## src/design/hsvrgb_pkg.sv

```systemverilog
// ----------------------------------------------------------------------------
// hsvrgb_pkg
// Payload types, constants and the sector lookup for the HSV to RGB converter.
// ----------------------------------------------------------------------------
`default_nettype none

package hsvrgb_pkg;

    // One input pixel
    typedef struct packed {
        logic [8:0] hue_degrees;
        logic [7:0] saturation;
        logic [7:0] brightness;
    } hsv_pixel_t;

    // One output pixel
    typedef struct packed {
        logic [7:0] red;
        logic [7:0] green;
        logic [7:0] blue;
    } rgb_pixel_t;

    // Role a channel takes within a hue sector
    typedef enum logic [1:0] {
        ROLE_CHROMA,
        ROLE_X,
        ROLE_ZERO
    } chan_role_t;

    // Roles of red, green and blue, in that order
    typedef struct packed {
        chan_role_t red;
        chan_role_t green;
        chan_role_t blue;
    } sector_roles_t;

    localparam int HUE_SECTOR_DEG = 60;     // degrees per sector
    localparam int HUE_SECTORS    = 6;
    localparam int HUE_PERIOD_X   = 120;    // slope term repeats every two sectors
    localparam int X_DENOM        = 15300;  // 60 * 255
    // ceil(2^36 / 15300): exact floor quotient for all dividends below 2^22
    localparam int X_RECIP_SHIFT  = 36;
    localparam int X_RECIP        = 4491470;

    function automatic sector_roles_t sector_roles(input logic [2:0] sector);
        sector_roles_t r;
        case (sector)
            3'd0: r = '{ROLE_CHROMA, ROLE_X,      ROLE_ZERO};
            3'd1: r = '{ROLE_X,      ROLE_CHROMA, ROLE_ZERO};
            3'd2: r = '{ROLE_ZERO,   ROLE_CHROMA, ROLE_X};
            3'd3: r = '{ROLE_ZERO,   ROLE_X,      ROLE_CHROMA};
            3'd4: r = '{ROLE_X,      ROLE_ZERO,   ROLE_CHROMA};
            3'd5: r = '{ROLE_CHROMA, ROLE_ZERO,   ROLE_X};
            default: r = '{ROLE_ZERO, ROLE_ZERO,  ROLE_ZERO};
        endcase
        return r;
    endfunction

endpackage

`default_nettype wire

```

## src/design/hsv_to_rgb_converter_core.sv

```systemverilog
// ----------------------------------------------------------------------------
// hsv_to_rgb_converter_core
// Pipelined conversion of one HSV pixel to 8-bit RGB per clock while m_ready allows.
// ----------------------------------------------------------------------------
// Usage: push pixels on s_* (hue in whole degrees, saturation and brightness
// as 8-bit fractions where 255 is 1.0) and collect RGB on m_*. The pipeline
// takes one transaction per clock while m_ready lets results drain, and
// returns results in order. The four register stages are: hue sector split,
// first products, second products with the divide-by-255, and the
// reciprocal multiply for the x channel feeding the output register. Hue
// values 360..511 wrap and give the result of hue-360. Stalls from m_ready
// propagate back stage by stage; empty stages are filled so bubbles
// collapse, and nothing is dropped or repeated.
// ----------------------------------------------------------------------------
`default_nettype none

module hsv_to_rgb_converter_core (
    input  wire                     aclk,
    input  wire                     aresetn,
    input  wire                     s_valid,
    output logic                    s_ready,
    input  hsvrgb_pkg::hsv_pixel_t  s_data,
    output logic                    m_valid,
    input  wire                     m_ready,
    output hsvrgb_pkg::rgb_pixel_t  m_data
);
    import hsvrgb_pkg::*;

    // ---------------- handshake chain ----------------
    logic st1_valid_reg, st1_valid_next;
    logic st2_valid_reg, st2_valid_next;
    logic st3_valid_reg, st3_valid_next;
    logic out_valid_reg, out_valid_next;
    logic st1_ready, st2_ready, st3_ready, out_ready;

    // A stage may load when it is empty or its contents move on
    assign out_ready = !out_valid_reg || m_ready;
    assign st3_ready = !st3_valid_reg || out_ready;
    assign st2_ready = !st2_valid_reg || st3_ready;
    assign st1_ready = !st1_valid_reg || st2_ready;
    assign s_ready   = st1_ready;

    assign st1_valid_next = st1_ready ? s_valid       : st1_valid_reg;
    assign st2_valid_next = st2_ready ? st1_valid_reg : st2_valid_reg;
    assign st3_valid_next = st3_ready ? st2_valid_reg : st3_valid_reg;
    assign out_valid_next = out_ready ? st3_valid_reg : out_valid_reg;

    always_ff @(posedge aclk) begin
        if (!aresetn) begin
            st1_valid_reg <= 1'b0;
            st2_valid_reg <= 1'b0;
            st3_valid_reg <= 1'b0;
            out_valid_reg <= 1'b0;
        end else begin
            st1_valid_reg <= st1_valid_next;
            st2_valid_reg <= st2_valid_next;
            st3_valid_reg <= st3_valid_next;
            out_valid_reg <= out_valid_next;
        end
    end

    // ---------------- stage 1: sector and distance from sector center -------
    // q = hue / 60 by threshold count (hue < 512, so q <= 8)
    logic [3:0] hue_q;
    logic [8:0] hue_phase;      // hue mod 120
    logic [2:0] sector_next;
    logic [5:0] dist_next;      // |phase - 60|, 0..60

    always_comb begin
        hue_q = 4'd0;
        for (int i = 1; i <= 8; i++) begin
            if (s_data.hue_degrees >= 9'(HUE_SECTOR_DEG * i)) begin
                hue_q = hue_q + 4'd1;
            end
        end
        sector_next = (hue_q >= 4'(HUE_SECTORS)) ? 3'(hue_q - 4'(HUE_SECTORS))
                                                 : hue_q[2:0];
        hue_phase = s_data.hue_degrees - 9'(9'(hue_q[3:1]) * 9'(HUE_PERIOD_X));
        if (hue_phase >= 9'(HUE_SECTOR_DEG)) begin
            dist_next = 6'(hue_phase - 9'(HUE_SECTOR_DEG));
        end else begin
            dist_next = 6'(9'(HUE_SECTOR_DEG) - hue_phase);
        end
    end

    logic [2:0] st1_sector_reg;
    logic [5:0] st1_dist_reg;
    logic [7:0] st1_sat_reg;
    logic [7:0] st1_bright_reg;

    always_ff @(posedge aclk) begin
        if (st1_ready && s_valid) begin
            st1_sector_reg <= sector_next;
            st1_dist_reg   <= dist_next;
            st1_sat_reg    <= s_data.saturation;
            st1_bright_reg <= s_data.brightness;
        end
    end

    // ---------------- stage 2: s*dist and v*(255-s) ----------------
    logic [13:0] sd_next;
    logic [15:0] zero_prod_next;

    assign sd_next        = 14'(st1_sat_reg) * 14'(st1_dist_reg);
    assign zero_prod_next = 16'(st1_bright_reg) * 16'(8'd255 - st1_sat_reg);

    logic [2:0]  st2_sector_reg;
    logic [13:0] st2_sd_reg;
    logic [15:0] st2_zero_prod_reg;
    logic [7:0]  st2_bright_reg;

    always_ff @(posedge aclk) begin
        if (st2_ready && st1_valid_reg) begin
            st2_sector_reg    <= st1_sector_reg;
            st2_sd_reg        <= sd_next;
            st2_zero_prod_reg <= zero_prod_next;
            st2_bright_reg    <= st1_bright_reg;
        end
    end

    // ---------------- stage 3: x numerator, zero channel /255 ---------------
    // x numerator = v * (15300 - s*dist), at most 255*15300 < 2^22
    logic [13:0] x_coef;
    logic [21:0] x_num_next;
    logic [15:0] zero_sum;
    logic [7:0]  zero_chan_next;

    assign x_coef     = 14'(X_DENOM) - st2_sd_reg;
    assign x_num_next = 22'(st2_bright_reg) * 22'(x_coef);
    // floor(p/255) = (p + (p>>8) + 1) >> 8 for p up to 255*255
    assign zero_sum       = st2_zero_prod_reg + {8'd0, st2_zero_prod_reg[15:8]} + 16'd1;
    assign zero_chan_next = zero_sum[15:8];

    logic [2:0]  st3_sector_reg;
    logic [21:0] st3_x_num_reg;
    logic [7:0]  st3_zero_reg;
    logic [7:0]  st3_bright_reg;

    always_ff @(posedge aclk) begin
        if (st3_ready && st2_valid_reg) begin
            st3_sector_reg <= st2_sector_reg;
            st3_x_num_reg  <= x_num_next;
            st3_zero_reg   <= zero_chan_next;
            st3_bright_reg <= st2_bright_reg;
        end
    end

    // ---------------- stage 4: x / 15300 by reciprocal, channel select -------
    logic [44:0]   x_prod;
    logic [7:0]    x_chan;
    sector_roles_t roles;
    rgb_pixel_t    out_data_next;
    rgb_pixel_t    out_data_reg;

    assign x_prod = 45'(st3_x_num_reg) * 45'(X_RECIP);
    assign x_chan = x_prod[X_RECIP_SHIFT +: 8];
    assign roles  = sector_roles(st3_sector_reg);

    function automatic logic [7:0] pick(input chan_role_t role, input logic [7:0] c,
                                        input logic [7:0] x, input logic [7:0] z);
        logic [7:0] r;
        case (role)
            ROLE_CHROMA: r = c;
            ROLE_X:      r = x;
            ROLE_ZERO:   r = z;
            default:     r = z;
        endcase
        return r;
    endfunction

    always_comb begin
        out_data_next.red   = pick(roles.red,   st3_bright_reg, x_chan, st3_zero_reg);
        out_data_next.green = pick(roles.green, st3_bright_reg, x_chan, st3_zero_reg);
        out_data_next.blue  = pick(roles.blue,  st3_bright_reg, x_chan, st3_zero_reg);
    end

    always_ff @(posedge aclk) begin
        if (out_ready && st3_valid_reg) begin
            out_data_reg <= out_data_next;
        end
    end

    assign m_valid = out_valid_reg;
    assign m_data  = out_data_reg;

endmodule

`default_nettype wire

```

## config.mk

```make
export PLATFORM = sky130hd
export DESIGN_NAME = hsv_to_rgb_converter_core
export DESIGN_NICKNAME = d
export VERILOG_FILES = /design/src/design/hsvrgb_pkg.sv /design/src/design/hsv_to_rgb_converter_core.sv
export SDC_FILE = /design/constraint.sdc
export NUM_CORES = 1
export LEC_CHECK = 0
export BUFFER_PORTS_ARGS = -buffer_cell sky130_fd_sc_hd__buf_2
export CAP_MARGIN = 5
export CORE_ASPECT_RATIO = 1.75
export CORE_UTILIZATION = 29
export CTS_CLUSTER_SIZE = 28
export DETAILED_ROUTE_END_ITERATION = 16
export PLACE_DENSITY = 0.48
export SLEW_MARGIN = 30
export SYNTH_ARGS = -nofsm -noshare
export SYNTH_HDL_FRONTEND = slang
export SYNTH_SLANG_ARGS = --single-unit
```

## constraint.sdc

```tcl
create_clock -name aclk -period 17.72 [get_ports aclk]
set_input_delay 2.658 -clock aclk [delete_from_list [all_inputs] [get_ports aclk]]
set_output_delay 2.658 -clock aclk [all_outputs]
set_load 0.02 [all_outputs]
```

# Word level (Yosys, flattened, before mapping)
# Cells that the tools add are included.
[word_totals]
reg_bits = 135
output_inout_bits = 26
wordCells = 87
[op_classes]
n_addsub = 15
mul = 5
n_lt_le_gt_ge = 10
n_eq_ne = 8
muxes = 14
reduce_logical = 16
[op_table]
columns = ["cell", "count"]
rows = [
  ["$pmux W8 S2", 3],
  ["$mul A22 B22 Y43 const B", 1],
  ["$ge A9 B9 Y1 const B", 4],
  ["$pmux W6 S6", 1],
  ["$add A4 B1 Y4 const B", 7],
  ["$mux W4", 7],
  ["$mul A8 B14 Y22", 1],
  ["$ge A9 B6 Y1 const B", 2],
  ["$ge A9 B8 Y1 const B", 2],
  ["$add A16 B1 Y16 const B", 1],
  ["$add A16 B8 Y16", 1],
  ["$mul A9 B9 Y16", 1],
  ["$mul A8 B6 Y14", 1],
  ["$sub A14 B14 Y14 const A", 1],
  ["$ge A9 B7 Y1 const B", 1],
  ["$sub A8 B8 Y9 const A", 1],
  ["$sub A9 B9 Y9", 1],
  ["$eq A2 B1 Y1 const B", 3],
  ["$eq A3 B2 Y1 const B", 2],
  ["$eq A3 B3 Y1 const B", 2],
  ["$logic_not A2 Y1", 3],
  ["$mul A3 B4 Y6 const B", 1],
  ["$mux W6", 1],
  ["$sub A6 B6 Y6 const A", 1],
  ["other kinds (10)", 19],
]

# Longest topological paths before layout
[depth]
word_depth = 20
ltp_mapped = 39

# Worst setup path before layout
# Ideal clock, no wire load.
[synth_timing]
path_type = "input to register"
from = "input port s_data[21] (netlist bit)"
to = "register st1_dist_reg[1] (data pin)"
setup_ns = 0.260
arrival_ns = 9.769
required_ns = 17.460
slack_ns = 7.691
stages = 35
cell_sequence = "buf_2 -> nand2_1 -> o21a_1 -> ha_1 -> or4_4 -> nand3_2 -> inv_1 -> ha_1 -> nand2_1 -> o31ai_2 -> ha_1 -> mux2i_2 -> inv_1 -> ha_1 -> nor2_1 -> a21oi_1 -> ha_1 -> nor4_1 -> a211oi_2 -> ha_1 -> nand2_1 -> xnor2_1 -> inv_1 -> fa_1 -> inv_1 -> ha_1 -> inv_1 -> fa_1 -> ha_1 -> a21o_1 -> a21oi_1 -> xnor2_1 -> or4_1 -> clkbuf_1 -> mux2_2"
[synth_via]
elab_chain_cells = 20
word_cells_on_any_way = 27
cone_classes = "add/sub (8); mul (1); order compare (9); mux (9)"
[synth_rtl]
columns = ["element", "line", "rtl"]
rows = [
  ["start: declaration", "hsv_to_rgb_converter_core.sv:22", "input hsvrgb_pkg::hsv_pixel_t s_data,"],
  ["$ge A9 B6 Y1", "hsv_to_rgb_converter_core.sv:72", "if (s_data.hue_degrees >= 9'(HUE_SECTOR_DEG * i)) begin"],
  ["$mux W1", "hsv_to_rgb_converter_core.sv:72", ""],
  ["$add A4 B1 Y4", "hsv_to_rgb_converter_core.sv:73", "hue_q = hue_q + 4'd1;"],
  ["$mux W4", "hsv_to_rgb_converter_core.sv:72", ""],
  ["$add A4 B1 Y4", "hsv_to_rgb_converter_core.sv:73", ""],
  ["$mux W4", "hsv_to_rgb_converter_core.sv:72", ""],
  ["$add A4 B1 Y4", "hsv_to_rgb_converter_core.sv:73", ""],
  ["$mux W4", "hsv_to_rgb_converter_core.sv:72", ""],
  ["(+5 left out)", "--", ""],
  ["$mux W4", "hsv_to_rgb_converter_core.sv:72", ""],
  ["$add A4 B1 Y4", "hsv_to_rgb_converter_core.sv:73", ""],
  ["$mux W4", "hsv_to_rgb_converter_core.sv:72", ""],
  ["$mul A3 B4 Y6", "hsv_to_rgb_converter_core.sv:78", "hue_phase = s_data.hue_degrees - 9'(9'(hue_q[3:1]) * 9'(HUE_PERIOD_X));"],
  ["$sub A9 B9 Y9 (*)", "hsv_to_rgb_converter_core.sv:78", ""],
  ["$ge A9 B6 Y1 (*)", "hsv_to_rgb_converter_core.sv:79", "if (hue_phase >= 9'(HUE_SECTOR_DEG)) begin"],
  ["$mux W6 (*)", "hsv_to_rgb_converter_core.sv:79", ""],
  ["via dist_next[1]", "hsv_to_rgb_converter_core.sv:67", "logic [5:0] dist_next;"],
  ["end signal: assignment", "hsv_to_rgb_converter_core.sv:94", "st1_dist_reg <= dist_next;"],
  ["end: declaration", "hsv_to_rgb_converter_core.sv:87", "logic [5:0] st1_dist_reg;"],
]
# The timed path passes the listed nets; every way through them passes the cells marked *.
# A chain may end at the register's enable or synchronous reset.

# Final worst setup path
[layout_timing]
from = "input port s_data[20] (netlist bit)"
to = "register st1_dist_reg[1] (data pin)"
# Same word-level chain as after synthesis.

==> impl_results.md <==
* Clk sinks at 135
* Min Clock Period, post-route at 10.41 ns
* CP Data Required Time at 17.93 ns
* Syn nets at 2595
* Fmax at 96.10 MHz
* Clock tree buffer depth at 2
* # IOs at 55
* Initial DRC count at 459
* Worst min-delay path category: reg -> reg
* Synth Instances at 1980
* Worst-Margin Slew at 1.008 ns
* Startpoint Class: primary input
* Routed via count at 13590
* Initial Util at 29.38%
* Clk root buf: clkbuf_16
* Per-cell routed wire length at 15.66 um
* Final core occ at 32.30%
* Inserted Clock Buffers at 17
* Final net count at 2639
* Tcrit/Tclk final at 58.73%
* Pre-antenna DRT Iters at 5
* Cell with the most instances after synthesis: inv_1
* Met3 routed WL at 892 um
* Number of setup buffers added after CTS at 0
* Remaining global-route overflow at 0
* Yosys cell types at 79
* Post-synth top area share at 25.35%
* GR Util All Layers at 13.99%
* P&R area growth vs syn at 9.921%
* Run status: complete, no violations
* Final hold vios at 0
* Crit path DAT at 10.61 ns
* WL met1 at 16.55 mm
* Die Y at 347.9 um
* Crit end category: flip-flop
* Top Layer Used: met4
* Core Footprint at 67470 sq um
* Post-synth top area cell: fa_1
* IO Port Bufs at 54
* Largest net degree at the start of global routing at 42
* Proportion of layout cells with a drive suffix above 1 at 5.891%
* Synthesized area per cell at 10.01 sq um
* CTS tree: built
* Residual DRC at 0
* Htree depth at 4
* Final HPWL DP at 39.60 mm
* Crit path top cell by count: ha_1
* # fillers at 7028
* DR WL met2 at 27.16 mm
* Clk_lat worst skew at 0.45 ns
* Synth warn at 0
* Crit path largest cell delay at 0.65 ns
* Worst Path Max Fanout at 11
* WHS at 0.4278 ns
* #FFs+latches synth at 135
* Synth area leaders: fa_1 (25%), ha_1 (21%), edfxtp_1 (20%), inv_1 (7.9%), nand2_1 (3.2%)
* Initial antenna violation count at 0
* Slowest-stage cell, CP: fa_1
* Crit Path Category: in -> reg
* Slew Viols, Final at 0
* Fin Setup TNS at 0 ns
* CTS Hold Buffers Added at 0
* Site Rows at 126
* Antenna Nets Post-Route at 0
* Vias per cell at 4.632
* Max-cap violation count at 0
* Flop-to-flop setup slack at 11.01 ns
* Mapped Area at 19830 sq um
* Max-slew headroom at 32.53%
* Main flop type after synthesis: edfxtp_1
* Post-synth EDFFs at 131
* CTS-repair resized insts at 0
* Reg clk slew, reported paths at 0.07 ns
* Largest register FFs at 24
* Final Setup Violations at 0
* Clk_skew at 0.01297 ns
* Die Wd at 199.6 um
* Seq/Total Area, Yosys at 20.25%
* Top cells by count, synth: inv_1 (416), ha_1 (335), fa_1 (251)
* Vias in the first global route at 14940
* First-pass GRT wire length at 75.51 mm
* RSZ-0062 raised after global routing: false
* Die ar. at 69450 sq um
* Detailed Route WL at 45.94 mm
* RD Place Congestion at 0.8863
* Share of flip-flops with an asynchronous set or reset at 0%
* # diodes at 0
[per-stage QoR]
step / setup slack, ns / instances / area, sq um
global route: 6.785 / 2933 / 21790
floorplan: 7.691 / 1980 / 19830
global placement: 7.116 / 2899 / 21110
detailed placement: 6.855 / 2900 / 21140
CTS: 7.337 / 2932 / 21760
finish: 7.314 / 2933 / 21790
[kinds of logic after synthesis]
group | after synthesis | synth area share (%)
muxes | 15 | 0.7889
and+or+nand+nor | 480 | 12.30
buffers and inverters | 449 | 8.697
adders and majority gates | 586 | 46.49
xor gates and xnor gates | 83 | 3.818
AOI/OAI and AO/OA | 232 | 7.662
DFF | 135 | 20.25
[cell type report]
class	count	area (sq um)	area share (%)
Multi-Input combinational cell	1396	14140	64.90
Sequential cell	135	4014	18.42
Inverter	416	1562	7.165
Tap cell	896	1121	5.144
Clock buffer	17	425.4	1.952
Timing Repair Buffer	58	327.8	1.504
Clock inverter	15	198.9	0.9129
[critical path, delay by kind of cell]
family | cells | cell delay, ns
compound gates | 6 | 1.04
buf+inv | 6 | 0.77
xor+xnor | 2 | 0.47
fa+ha+maj | 10 | 3.43
simple gates | 8 | 1.62
mux | 2 | 0.61
[cell usage in the layout (no fill, tap or decap), types with 5 or more instances in the layout]
master and count:
a211oi_1 9, a21boi_0 6, a21o_1 18, a21oi_1 72
a221o_1 5, and2_1 72, and3_1 10, buf_2 54
clkbuf_16 17, clkinv_8 7, edfxtp_1 131, fa_1 251
ha_1 335, inv_1 416, mux2i_1 12, nand2_1 168
nand2b_1 33, nand3_1 23, nand4_1 9, nor2_1 55
nor2b_1 49, nor3_1 20, nor3b_1 5, nor4_1 8
o211ai_1 7, o21a_1 11, o21ai_0 45, o21bai_1 10
o221ai_1 6, or3_1 8, xnor2_1 56, xor2_1 22
[path summary, 6_finish.rpt]
kind	from	end	cells after the start
worst max-delay path	s_data[20]	st1_dist_reg[1]	34
worst min register to register	st2_sector_reg[0]	st3_sector_reg[0]	0
worst min-delay path	st2_sector_reg[0]	st3_sector_reg[0]	0
worst max register to register	st2_sd_reg[0]	st3_x_num_reg[21]	20
[routing by layer]
| layer | up-vias | GRT usage [%] |
|---|---|---|
| met5 | - | 0 |
| met4 | 0 | 5.281 |
| met3 | 64 | 1.240 |
| met2 | 163 | 28.75 |
| met1 | 6817 | 13.90 |
| li1 | 6543 | - |
Power is left out: the tool's default activity adds up to more than one toggle a clock period on the data nets, which glitch-free logic cannot reach.
